--- src/sv/crpd_pkg.sv ---
package crpd_pkg;

  localparam int RING_SIZE     = 90;
  localparam int LINE_COUNT    = 10;
  localparam int PATTERN_COUNT = 3;

  localparam int LED_W    = 7;
  localparam int CMD_W    = 2;
  localparam int SAMPLE_W = 12;
  localparam int RAND_W   = 16;
  localparam int STEP_W   = 7;
  localparam int OFFSET_W = 13;
  localparam int CFG_W    = 13;

  localparam logic [STEP_W-1:0]   STEP_RESET   = STEP_W'(1);
  localparam logic [OFFSET_W-1:0] OFFSET_RESET = OFFSET_W'(4140);
  localparam logic [LED_W-1:0]    CENTER_RESET = LED_W'(45);

  // reciprocal for the constant modulo by the ring size
  localparam int MOD_IN_W  = 16;
  localparam int MOD_SHIFT = 22;
  localparam int RECIP_W   = 22;
  localparam logic [RECIP_W-1:0] RECIP = RECIP_W'((64'd1 << MOD_SHIFT) / RING_SIZE);

  typedef enum logic [CMD_W-1:0] {
    CMD_ROTATE = 2'd0,
    CMD_SAMPLE = 2'd1,
    CMD_BUTTON = 2'd2,
    CMD_HOLD   = 2'd3
  } cmd_t;

  typedef enum logic [1:0] {
    PAT_WAVE    = 2'd0,
    PAT_SPARKLE = 2'd1,
    PAT_STEP    = 2'd2
  } pattern_t;

  typedef enum logic {
    CFG_ROTATION_STEP = 1'b0,
    CFG_SAMPLE_OFFSET = 1'b1
  } cfg_index_t;

  typedef struct packed {
    logic [LED_W-1:0] current_led;
    logic [LED_W-1:0] rotation_center;
    pattern_t         pattern;
    logic             button_down;
    logic             hold_armed;
    logic             asleep;
  } crpd_state_t;

endpackage

--- src/sv/crpd_ring_mod.sv ---
module crpd_ring_mod
  import crpd_pkg::*;
(
  input  logic [MOD_IN_W-1:0] value_in,
  output logic [LED_W-1:0]    remainder
);

  logic [MOD_IN_W+RECIP_W-1:0] prod;
  logic [MOD_IN_W-1:0]         quot;
  logic [MOD_IN_W:0]           rem_est;

  // quotient estimate is exact or one low
  always_comb begin
    prod    = (MOD_IN_W+RECIP_W)'(value_in) * (MOD_IN_W+RECIP_W)'(RECIP);
    quot    = prod[MOD_IN_W+RECIP_W-1:MOD_SHIFT];
    rem_est = {1'b0, value_in} - (MOD_IN_W+1)'(quot * (MOD_IN_W+1)'(RING_SIZE));
    if (rem_est >= (MOD_IN_W+1)'(RING_SIZE)) begin
      remainder = LED_W'(rem_est - (MOD_IN_W+1)'(RING_SIZE));
    end else begin
      remainder = LED_W'(rem_est);
    end
  end

endmodule

--- src/sv/crpd_event.sv ---
module crpd_event
  import crpd_pkg::*;
(
  input  crpd_state_t          state,
  input  cmd_t                 cmd,
  input  logic [SAMPLE_W-1:0]  sample,
  input  logic [RAND_W-1:0]    random_value,
  input  logic [STEP_W-1:0]    rotation_step,
  input  logic [OFFSET_W-1:0]  sample_offset,
  output crpd_state_t          state_nxt
);

  logic [MOD_IN_W-1:0] mod_operand;
  logic [LED_W-1:0]    mod_result;

  crpd_ring_mod u_ring_mod (
    .value_in  (mod_operand),
    .remainder (mod_result)
  );

  // one shared modulo unit: rotate sum or sample source
  always_comb begin
    if (cmd == CMD_ROTATE) begin
      mod_operand = MOD_IN_W'(state.rotation_center) + MOD_IN_W'(rotation_step);
    end else if (state.pattern == PAT_WAVE) begin
      mod_operand = MOD_IN_W'(sample_offset) + MOD_IN_W'(state.rotation_center)
                  + MOD_IN_W'(sample);
    end else begin
      mod_operand = MOD_IN_W'(random_value);
    end
  end

  always_comb begin
    state_nxt = state;
    unique case (cmd)
      CMD_ROTATE: begin
        if (!state.asleep) begin
          state_nxt.rotation_center = mod_result;
        end
      end
      CMD_SAMPLE: begin
        if (!state.asleep) begin
          case (state.pattern)
            PAT_WAVE, PAT_SPARKLE: state_nxt.current_led = mod_result;
            PAT_STEP: begin
              if (state.current_led == LED_W'(RING_SIZE - 1)) begin
                state_nxt.current_led = '0;
              end else begin
                state_nxt.current_led = state.current_led + LED_W'(1);
              end
            end
            default: state_nxt.current_led = state.current_led;
          endcase
        end
      end
      CMD_BUTTON: begin
        state_nxt.button_down = !state.button_down;
        if (!state.button_down) begin
          state_nxt.hold_armed = 1'b1;
          if (!state.asleep) begin
            priority if (state.pattern == PAT_STEP) begin
              state_nxt.pattern = PAT_WAVE;
            end else begin
              state_nxt.pattern = pattern_t'(state.pattern + 2'd1);
            end
          end
        end else begin
          state_nxt.hold_armed = 1'b0;
        end
      end
      CMD_HOLD: begin
        if (state.hold_armed) begin
          state_nxt.asleep     = !state.asleep;
          state_nxt.hold_armed = 1'b0;
        end
      end
    endcase
  end

endmodule

--- src/sv/crpd_line_dec.sv ---
module crpd_line_dec
  import crpd_pkg::*;
(
  input  logic [LED_W-1:0]      led,
  input  logic                  asleep,
  output logic [LINE_COUNT-1:0] line_enable,
  output logic [LINE_COUNT-1:0] line_high
);

  localparam int M = LINE_COUNT - 1;

  logic [LED_W-1:0] col;
  logic [LED_W-1:0] mrem;
  logic [LED_W-1:0] row;

  // led to column and remainder, one compare per ring position
  always_comb begin
    int c;
    int mm;
    c    = 0;
    mm   = 0;
    col  = '0;
    mrem = '0;
    for (int i = 0; i < RING_SIZE; i++) begin
      if (led == LED_W'(i)) begin
        col  = LED_W'(c);
        mrem = LED_W'(mm);
      end
      if (mm == M - 1) begin
        mm = 0;
        c  = c + 1;
      end else begin
        mm = mm + 1;
      end
    end
  end

  always_comb begin
    row = LED_W'(M) - mrem;
    if (col <= LED_W'(M) && (LED_W'(M) - col) <= mrem) begin
      row = row - LED_W'(1);
    end
  end

  always_comb begin
    for (int j = 0; j < LINE_COUNT; j++) begin
      line_high[j]   = !asleep && (col == LED_W'(j));
      line_enable[j] = !asleep && ((col == LED_W'(j)) || (row == LED_W'(j)));
    end
  end

endmodule

--- src/sv/charlieplex_ring_pattern_driver.sv ---
// an input transfer goes through the input register, then the result register, before the result is valid
// throughput: one event per cycle while no result is held; all state updates in a single combinational pass
// the only back pressure is a held result: in_stall follows out_stall when both stages are full
// reset (rst_n low, synchronous): stages empty, led 0, center 45, waveform pattern,
//   button released, hold disarmed, awake, rotation_step 1, sample_offset 4140
module charlieplex_ring_pattern_driver
  import crpd_pkg::*;
(
  input  logic                  clk,
  input  logic                  rst_n,
  input  logic                  cfg_write_en,
  input  logic                  cfg_index,
  input  logic [CFG_W-1:0]      cfg_data,
  input  logic                  in_valid,
  output logic                  in_stall,
  input  logic [CMD_W-1:0]      in_cmd,
  input  logic [SAMPLE_W-1:0]   in_sample,
  input  logic [RAND_W-1:0]     in_random_value,
  output logic                  out_valid,
  input  logic                  out_stall,
  output logic [LINE_COUNT-1:0] out_line_enable,
  output logic [LINE_COUNT-1:0] out_line_high,
  output logic [LED_W-1:0]      out_lit_index,
  output logic [1:0]            out_pattern_now,
  output logic                  out_asleep_now
);

  logic [STEP_W-1:0]   rotation_step_r;
  logic [OFFSET_W-1:0] sample_offset_r;

  logic                in_valid_r;
  cmd_t                in_cmd_r;
  logic [SAMPLE_W-1:0] in_sample_r;
  logic [RAND_W-1:0]   in_random_value_r;

  logic                out_valid_r;
  crpd_state_t         state_r;
  crpd_state_t         state_nxt;

  logic                advance;
  logic                in_xfer;

  assign advance  = !out_valid_r || !out_stall;
  assign in_stall = in_valid_r && !advance;
  assign in_xfer  = in_valid && !in_stall;

  always_ff @(posedge clk) begin
    if (!rst_n) begin
      rotation_step_r <= STEP_RESET;
      sample_offset_r <= OFFSET_RESET;
    end else if (cfg_write_en) begin
      unique case (cfg_index_t'(cfg_index))
        CFG_ROTATION_STEP: rotation_step_r <= cfg_data[STEP_W-1:0];
        CFG_SAMPLE_OFFSET: sample_offset_r <= cfg_data[OFFSET_W-1:0];
      endcase
    end
  end

  always_ff @(posedge clk) begin
    if (!rst_n) begin
      in_valid_r <= 1'b0;
    end else if (!in_stall) begin
      in_valid_r <= in_valid;
    end
  end

  always_ff @(posedge clk) begin
    if (in_xfer) begin
      in_cmd_r          <= cmd_t'(in_cmd);
      in_sample_r       <= in_sample;
      in_random_value_r <= in_random_value;
    end
  end

  crpd_event u_event (
    .state         (state_r),
    .cmd           (in_cmd_r),
    .sample        (in_sample_r),
    .random_value  (in_random_value_r),
    .rotation_step (rotation_step_r),
    .sample_offset (sample_offset_r),
    .state_nxt     (state_nxt)
  );

  // state doubles as the result register: it only moves when the result slot is free
  always_ff @(posedge clk) begin
    if (!rst_n) begin
      out_valid_r             <= 1'b0;
      state_r.current_led     <= '0;
      state_r.rotation_center <= CENTER_RESET;
      state_r.pattern         <= PAT_WAVE;
      state_r.button_down     <= 1'b0;
      state_r.hold_armed      <= 1'b0;
      state_r.asleep          <= 1'b0;
    end else if (advance) begin
      out_valid_r <= in_valid_r;
      if (in_valid_r) begin
        state_r <= state_nxt;
      end
    end
  end

  crpd_line_dec u_line_dec (
    .led         (state_r.current_led),
    .asleep      (state_r.asleep),
    .line_enable (out_line_enable),
    .line_high   (out_line_high)
  );

  assign out_valid       = out_valid_r;
  assign out_lit_index   = state_r.current_led;
  assign out_pattern_now = state_r.pattern;
  assign out_asleep_now  = state_r.asleep;

endmodule

--- config.mk ---
export PLATFORM = sky130hd
export DESIGN_NAME = charlieplex_ring_pattern_driver
export DESIGN_NICKNAME = d
export VERILOG_FILES = /design/src/sv/crpd_pkg.sv /design/src/sv/crpd_ring_mod.sv /design/src/sv/crpd_event.sv /design/src/sv/crpd_line_dec.sv /design/src/sv/charlieplex_ring_pattern_driver.sv
export SDC_FILE = /design/constraint.sdc
export NUM_CORES = 1
export LEC_CHECK = 0
export ABC_AREA = 1
export BUFFER_PORTS_ARGS = -buffer_cell sky130_fd_sc_hd__buf_2
export CORE_UTILIZATION = 60
export DETAILED_ROUTE_END_ITERATION = 12
export PLACE_DENSITY = 0.75
export SYNTH_ARGS = -nofsm -noshare
export SYNTH_HDL_FRONTEND = slang
export SYNTH_HIERARCHICAL = 1
export SYNTH_SLANG_ARGS = --single-unit
--- constraint.sdc ---
create_clock -name clk -period 24.2 [get_ports clk]
set_clock_uncertainty 0.15 [all_clocks]
set_input_delay 3.63 -clock clk [delete_from_list [all_inputs] [get_ports clk]]
set_output_delay 3.63 -clock clk [all_outputs]
set_load 0.05 [all_outputs]
**Word-level counts from Yosys, hierarchy flattened**

Cells that the tools add are included.

- Output and inout bits: 32
- Flip-flop bits (word level): 71
- Word-level logic and storage cells: 377

- Bitwise gates (word level): 3
- Eq/ne operators: 112
- $lt $le $gt $ge: 3
- Reductions and logical operators: 55
- Multiplexer cells: 179
- Multipliers: 2
- $add $sub $neg: 10

Operator list:

| cell | count |
|---|---|
| $mux W7 | 171 |
| $eq A7 B6 Y1 const B | 32 |
| $eq A7 B7 Y1 const B | 26 |
| $eq A7 B5 Y1 const B | 16 |
| $eq A7 B3 Y1 const B | 12 |
| $eq A7 B4 Y1 const B | 12 |
| $eq A7 B2 Y1 const B | 6 |
| $mul A16 B16 Y32 const B | 1 |
| $mux W16 | 2 |
| $logic_and A1 B1 Y1 | 23 |
| $eq A7 B1 Y1 const B | 3 |
| $ge A17 B7 Y1 const B | 1 |
| $sub A16 B17 Y17 | 1 |
| $add A16 B12 Y16 | 1 |
| $mul A10 B6 Y16 const B | 1 |
| $add A13 B7 Y14 | 1 |
| $logic_not A7 Y1 | 2 |
| $pmux W7 S2 | 1 |
| $sub A4 B7 Y7 const A | 2 |
| $logic_or A1 B1 Y1 | 11 |
| $reduce_and A5 Y1 | 2 |
| $add A7 B7 Y8 | 1 |
| $reduce_and A4 Y1 | 2 |
| $add A7 B1 Y7 const B | 1 |
| 17 further kinds | 33 |

**Logic depth before layout (Yosys ltp)**

Gate-level depths: netlist of the first run.

- Word-level depth: 96
- Mapped depth: 73
- Mapped depth without buffers: 73

**Cells and area by module**

Netlist of the first run, hierarchy kept.

Modules (own cells, without submodules):

| module | cells an instance | times used | area an instance (um2) |
|---|---|---|---|
| crpd_ring_mod | 805 | 1 | 6221.0 |
| charlieplex_ring_pattern_driver | 261 | 1 | 2626.3 |
| crpd_event | 352 | 1 | 1925.6 |
| crpd_line_dec | 338 | 1 | 1702.9 |

**Least setup slack after synthesis of the first run**

No wires, ideal clock.

- Kind: register to register
- Start: reg in_sample_r[1]
- End: reg state_r, in the netlist out_lit_index[1]
- Required time: 23986 ps
- Period minus slack after synthesis: 11647 ps
- Setup time: 64 ps
- Slack: 12553 ps
- Arrival time: 11433 ps
- Stages on the path, launching flop included: 66
- Path buffers: 0
- Path through: edfxtp_1 fa_1 ha_1 fa_1 nand3_1 nand3_1 xor2_1 o21ai_0 nand2_1 ha_1 fa_1 inv_1 fa_1 fa_1 inv_1 fa_1 inv_1 fa_1 [... 30 more ...] nor3_1 a2111oi_0 nand2_1 nand2_1 nand3_1 nor2_1 nand2_1 nor2_4 nand3_1 nand2_1 inv_1 o22ai_1 nand2_1 o21ai_1 inv_1 nand3_1 nand2_1 nor2_1

- Cells in the longest elaborated chain, start to end: 9
- Elaborated cells on any way between the ends: 10
- Those cells by class: 3 x add/sub; 2 x mul; 1 x order compare; 4 x mux

Ends and longest elaborated chain:

| what | RTL line | text |
|---|---|---|
| start: declaration | charlieplex_ring_pattern_driver.sv:33 | `logic [SAMPLE_W-1:0] in_sample_r;` |
| start signal: assignment | charlieplex_ring_pattern_driver.sv:70 | `in_sample_r <= in_sample;` |
| $add A16 B12 Y16 (*) | crpd_event.sv:27 | `+ MOD_IN_W'(sample);` |
| $mux W16 (*) | crpd_event.sv:25 | `end else if (state.pattern == PAT_WAVE) begin` |
| $mux W16 (*) | crpd_event.sv:23 | `if (cmd == CMD_ROTATE) begin` |
| net u_event.mod_operand[5] | crpd_event.sv:13 | `logic [MOD_IN_W-1:0] mod_operand;` |
| $mul A16 B16 Y32 | crpd_ring_mod.sv:14 | `prod = (MOD_IN_W+RECIP_W)'(value_in) * (MOD_IN_W+RECIP_W)'(RECIP);` |
| $mul A10 B6 Y16 | crpd_ring_mod.sv:16 | `rem_est = {1'b0, value_in} - (MOD_IN_W+1)'(quot * (MOD_IN_W+1)'(RING_SIZE));` |
| $sub A16 B17 Y17 (*) | crpd_ring_mod.sv:16 |  |
| $ge A17 B7 Y1 or $sub A7 B7 Y7 (tied branches) | crpd_ring_mod.sv:17, crpd_ring_mod.sv:18 |  |
| $mux W7 (*) | crpd_ring_mod.sv:17 | `if (rem_est >= (MOD_IN_W+1)'(RING_SIZE)) begin` |
| net u_event.mod_result[1] | crpd_event.sv:14 | `logic [LED_W-1:0] mod_result;` |
| $pmux W7 S2 (*) | crpd_event.sv:43 | `case (state.pattern)` |
| end signal: assignment | charlieplex_ring_pattern_driver.sv:98 | `state_r <= state_nxt;` |
| end: declaration | charlieplex_ring_pattern_driver.sv:37 | `crpd_state_t state_r;` |

The timed path passes the listed nets; every way through them passes the cells marked *.
A chain may end at the register's enable or synchronous reset.

**Final worst setup path of the first run**

- Start: reg in_sample_r[1]
- End: reg state_r, in the netlist out_lit_index[6]

Same word-level chain as after synthesis.

==> impl_metrics.toml, run 1 <==
[run_status]
status = "finished, final reports clean"

[sta]
setup_viol = 0
slew_headroom_pct = 20.4
finalCriticalPeriod_ns = 12.99
fin_tns_setup_ns = 0
post-route-period-util_pct = 53.7
rsz0062_at_grt = "false"
maxSlewViolCount = 0
hold_viol_final = 0
fmax_mhz = 77.0
worst_slew_pin_slew_ns = 1.19

[final_layout]
seq_area_sq_um = 1720
n_antenna_cell = 0
final_nets = 2154
multi_input_area_sq_um = 9080
drive_above_1_share_pct = 10.3
areaGrowthSynthToFinish_pct = 6.95
nFillCells = 1865

[detailed_routing]
wl_per_cell_um = 14.9
firstDrtPassIters = 5
wirelength_um = 31200
met2WireLength_um = 14100
wl_met1_um = 14600
dr.max_layer_used = "met4"
ant_nets = 0
vias = 11300
drcViolationCount = 0
drt_iter0_markers = 777
vias_per_cell = 5.39
met3_length_um = 1750

[logic_synthesis]
synthTopCellsByArea = "ha_1, fa_1, inv_1"
synthCells = 1756
synthFlopType = "dfxtp_1"
yosysTopAreaCell = "ha_1"
yosysTopAreaCellShare_pct = 19.6
ys_warn_count = 6
synth_edf_count = 30
ys_ff_latch = 71
ys_seq_area_share_pct = 13.8
ys_types = 57
synth_area_sq_um = 12500
avgSynthCellArea_sq_um = 7.10
synth_async_sr_flop_share_pct = 0
synth_fp_nets = 2089

[critical_path]
cp_common_cell = "nand2_1"
cpMaxStageDelayCell = "fa_1"
end_kind = "flip-flop"
cpPeakStageDelay_ns = 0.53
path_buf_inv = 11
crit_type = "reg2reg"
cp.required_ns = 24.28
crit_path_max_fanout = 7
cp-start-kind = "flip-flop"
crit_family = "adder cells"
critical_path_arrival_ns = 13.07

[clocking]
cts_made_buffers = 9
cts_tree = "yes"
postCtsHoldBufs = 0
clk_pin_slew_ns = 0.06
clk_latency_ns = 0.34
cts_resized = 0
cts.htree.levels = 3
clock_path_buffers = 2
clock-sinks = 71
cts_root_buffer = "clkbuf_16"
post_cts_buffers = 0

[placed_design]
gp_congestion = 0.979
numPortBuffers = 80
hpwlAfterDp_um = 26200

[floorplanning]
start_util_pct = 61.5
die_area_sq_um = 21400
core_sq_um = 20300
ioPinCount = 81
num_rows = 52
die_h_um = 146
die_w_um = 146

[worst_hold_path]
hp-class = "reg2reg"

[job]
drv_cap = 0

[grt]
grt.total_usage_pct = 30.3
grt_pass1_vias = 11000
overflow = 0
antenna_found_initial = 0
grt_max_degree = 41
grt_pass1_wl_um = 52500
## cells in the mapped netlist, types with 5 or more instances
master and instances:
inv_1 370, nand2_1 335, ha_1 195, nor2_1 171, nand3_1 107, a21oi_1 89
fa_1 89, o21ai_0 45, dfxtp_1 41, edfxtp_1 30, xor2_1 24, nand4_1 22
o21ai_1 22, inv_2 20, nand2_2 20, nor3_1 19, buf_2 17, xnor2_1 15
nor2_2 14, buf_4 12, o22ai_1 8, a21o_1 7, nand3_2 6, nand3b_1 6
nor2_4 6, a2111oi_0 5, nand2_4 5
## final timing paths
kind | start | to | slack, ns | cells past startpoint
max | in_sample_r[1] | out_lit_index[6] | 11.21 | 68
min | state_r[2] | state_r[2] | 0.34 | 2
max reg2reg | in_sample_r[1] | out_lit_index[6] | 11.21 | 68
min reg2reg | state_r[2] | state_r[2] | 0.34 | 2
## sequential cells by signal (all words and copies together), names as in the netlist, 2 cells and up
signal             cells
in_sample_r           12
sample_offset_r       13
in_cmd_r               2
out_pattern_now        2
state_r                9
rotation_step_r        7
in_random_value_r     16
out_lit_index          7
## worst min-delay path: stages, from the launching register on
cell	delay, ns
dfxtp_1	0.33
a21oi_1	0.04
nor2_1	0.08
## cell type report
type | count | area share (%)
clock buffer | 10 | 1.72
inverter | 392 | 11.0
tap | 270 | 2.53
clock inverter | 6 | 0.450
sequential | 71 | 12.9
multi-input combinational | 1262 | 68.1
timing repair buffer | 85 | 3.28
## per-stage QoR
step	setup WS, ns	cells	hold slack [ns]	utilization, %	instance area [sq um]
2_1_floorplan	12.55	1756	0.298	-	12500
3_3_place_gp	11.67	2080	0.317	64.3	13100
3_5_place_dp	11.24	2080	0.333	64.3	13100
4_1_cts	11.24	2096	0.346	65.7	13300
5_1_grt	10.04	2096	0.376	65.7	13300
6_report	11.21	2096	0.339	65.7	13300
## cells by family after synthesis
logic type	synth area share [%]
AO/OA/AOI/OAI	9.79
AND/OR/NAND/NOR	26.2
adder cells (fa/ha/maj)	33.8
flip-flops	13.8
buffers and inverters	13.4
XOR/XNOR	3.00
## layout by cell type, fill, tap and decap left out, types with 4 or more instances in the layout
cell type / count
inv_1: 370
nand2_1: 335
ha_1: 195
nor2_1: 171
nand3_1: 107
a21oi_1: 89
fa_1: 89
buf_2: 80
o21ai_0: 45
dfxtp_1: 41
edfxtp_1: 30
xor2_1: 24
o21ai_1: 22
nand4_1: 22
inv_2: 20
nand2_2: 20
nor3_1: 19
xnor2_1: 15
nor2_2: 14
clkbuf_16: 9
o22ai_1: 8
a21o_1: 7
nor2_4: 6
nand3b_1: 6
nand3_2: 6
nand2_4: 5
buf_4: 5
a2111oi_0: 5
o211ai_2: 4
o21a_1: 4
nor4_1: 4
o211ai_1: 4
o2111ai_1: 4
## routing by layer
| layer | track usage, % | vias up |
|---|---|---|
| li1 | - | 5718 |
| met1 | 42.0 | 5175 |
| met2 | 49.3 | 342 |
| met3 | 3.59 | 56 |
| met4 | 9.64 | 0 |
| met5 | 0 | - |
Power of run 1 is not shown: default switching activity piles up to over one toggle a cycle in this logic, so the estimate is an artifact.
==> run 2: changes to the inputs <==
Settings changed: ABC_AREA 1 to 0.
Clock period 24.2 ns to 12.25 ns, I/O delays scaled along.
==> run 2 against run 1 <==
The flow now finishes with violations (negative setup slack). Core utilization rose by 7.5 points. Sequential cell count did not move. Routed wire length is 2.7% higher. Area after synthesis fell by 4.6%.
==> impl_metrics.toml, run 2 <==
[logic_synthesis]
synthTopCellsByArea = "ha_1, fa_1, edfxtp_1"
ys_seq_area_share_pct = 14.5
synth_async_sr_flop_share_pct = 0
ys_ff_latch = 71
synth_area_sq_um = 11900
yosysTopAreaCellShare_pct = 20.5
synthCells = 1382
avgSynthCellArea_sq_um = 8.61
synth_edf_count = 30
yosys-top-cells-count = "inv_1, ha_1, nand2_1, fa_1, a21oi_1"
synth_most_common_cell = "inv_1"
ys_warn_count = 6
synthFlopType = "dfxtp_1"
synth_fp_nets = 1715
yosysTopAreaCell = "ha_1"
ys_types = 102

[clocking]
clk_pin_slew_ns = 0.06
cts_made_buffers = 9
postCtsHoldBufs = 0
clk_latency_ns = 0.33
cts_tree = "yes"
cts.htree.levels = 3
clock_path_buffers = 2
clock-sinks = 71
cts_root_buffer = "clkbuf_16"

[critical_path]
ff2ff_path_depth = 57
crit_path_max_fanout = 5
cpPeakStageDelay_ns = 0.52
crit_type = "reg2reg"
ff2ff_setup_slack_ns = -0.70
r2r-start = "in_sample_r[1]"
cpMaxStageDelayCell = "fa_1"
critPathLaunch = "in_sample_r[1]"
cp-start-kind = "flip-flop"
critical_path_arrival_ns = 12.97
r2r_end = "state_r[7]"
end_kind = "flip-flop"
cp_common_cell = "ha_1"
critical_path.endpoint = "state_r[7]"
cp.required_ns = 12.27

[grt]
grt_pass1_wl_um = 51400
grt_max_degree = 57
antenna_found_initial = 1
grt_pass1_vias = 10600
overflow = 0
grt.total_usage_pct = 32.1

[floorplanning]
die_w_um = 143
die_h_um = 143
ioPinCount = 81
die_area_sq_um = 20400
start_util_pct = 61.2
core_sq_um = 19500
num_rows = 51

[final_layout]
largestRegisters = "in_random_value_r: 16 flops, sample_offset_r: 13 flops, in_sample_r: 12 flops"
top_register = "in_random_value_r"
areaGrowthSynthToFinish_pct = 19.7
layout_common_cells = "inv_1, ha_1, buf_4, nand2_1, fa_1"
n_antenna_cell = 0
final_nets = 1905
drive_above_1_share_pct = 24.3
largest_reg_flops = 16
final_common_cell = "inv_1"

[detailed_routing]
vias_per_cell = 5.87
vias = 10800
drt_iter0_markers = 693
firstDrtPassIters = 5
ant_nets = 0
drcViolationCount = 0
wirelength_um = 32100
wl_per_cell_um = 17.4

[sta]
slew_headroom_pct = 35.9
maxSlewViolCount = 0
setup_viol = 12
fin_tns_setup_ns = -7.37
worst_slew_pin_slew_ns = 0.961
hold_viol_final = 0
layout_setup_ws_ns = -0.696
finalCriticalPeriod_ns = 12.95
post-route-period-util_pct = 106
rsz0062_at_grt = "true"
fmax_mhz = 77.2

[run_status]
status = "complete, but fails checks"
violations = "negative setup slack"

[placed_design]
hpwlAfterDp_um = 24700
numPortBuffers = 80
gp_congestion = 0.963

[job]
drv_cap = 0

[worst_hold_path]
hp-class = "reg2reg"
-- run 2: cell types whose count changed after synthesis, moves of 17 or more --
cell and change:
a21o_1 +21, nor2_1 -110, nand2_2 -19, mux2i_1 +20, nand2_1 -223, nand3_1 -61
inv_2 -17, clkbuf_1 +17, inv_1 -152, a21oi_1 -25, nor2b_1 +25
-- run 2: repair_timing --
action / 4_1_cts / 5_1_grt
resized for setup: 30 / 47
pin swaps: 50 / 50
endpoints found under the setup margin: 12 / 12
endpoints found under the hold margin: 0 / 0
setup buffers: 17 / 6
-- run 2: worst max-delay path: cells and delay by family, from the launching register on --
family / cells / cell delay (ns)
adder cells (fa/ha/maj): 16 / 5.60
XOR/XNOR: 3 / 0.45
flip-flops: 1 / 0.38
multiplexers: 3 / 0.51
buffers and inverters: 9 / 0.98
AO/OA/AOI/OAI: 18 / 3.26
AND/OR/NAND/NOR: 8 / 1.46
-- run 2: cell families after synthesis --
group,count (synthesis),share of synthesized area [%]
buffers and inverters,282,9.92
flip-flops,71,14.5
AND/OR/NAND/NOR,358,15.2
XOR/XNOR,54,4.13
adder cells (fa/ha/maj),285,35.6
multiplexers,29,2.53
AO/OA/AOI/OAI,303,18.2
-- run 2: routing by layer --
metal / track usage, % / up-vias / wire [um]
li1: - / 5155 / -
met1: 41.5 / 5208 / 13700
met2: 55.8 / 377 / 15600
met3: 4.43 / 72 / 2070
met4: 8.83 / 2 / 761
met5: 0.752 / - / 10
-- run 2: area by class of cell --
class                      count  area [sq um]
inverter                     221           830
clock buffer                  10           250
sequential                    71          1720
fill                        1439          5220
tap                          265           332
multi-input combinational   1029          9440
timing repair buffer         240          1610
clock inverter                 6          65.1
-- run 2: worst min path at each step --
stage	from	endpoint	slack [ns]	cells past startpoint
5_1_grt	sample_offset_r[0]	sample_offset_r[0]	0.33	2
2_1_floorplan	state_r[1]	state_r[1]	0.29	2
4_1_cts	sample_offset_r[0]	sample_offset_r[0]	0.32	2
6_report	sample_offset_r[0]	sample_offset_r[0]	0.32	2
3_5_place_dp	sample_offset_r[0]	sample_offset_r[0]	0.31	2
3_3_place_gp	state_r[1]	state_r[1]	0.30	2
-- run 2: through the flow --
stage / instances / cell area [sq um] / setup WS (ns) / hold WS, ns / util, %
floorplan: 1382 / 12000 / -0.0273 / 0.289 / -
global placement: 1803 / 13400 / -0.372 / 0.297 / 68.8
detailed placement: 1803 / 13400 / -0.751 / 0.310 / 68.8
CTS: 1836 / 14000 / -0.427 / 0.317 / 71.9
global route: 1842 / 14200 / -1.22 / 0.334 / 73.2
finish: 1842 / 14200 / -0.696 / 0.316 / 73.2
Power of run 2 is left out for the same reason.
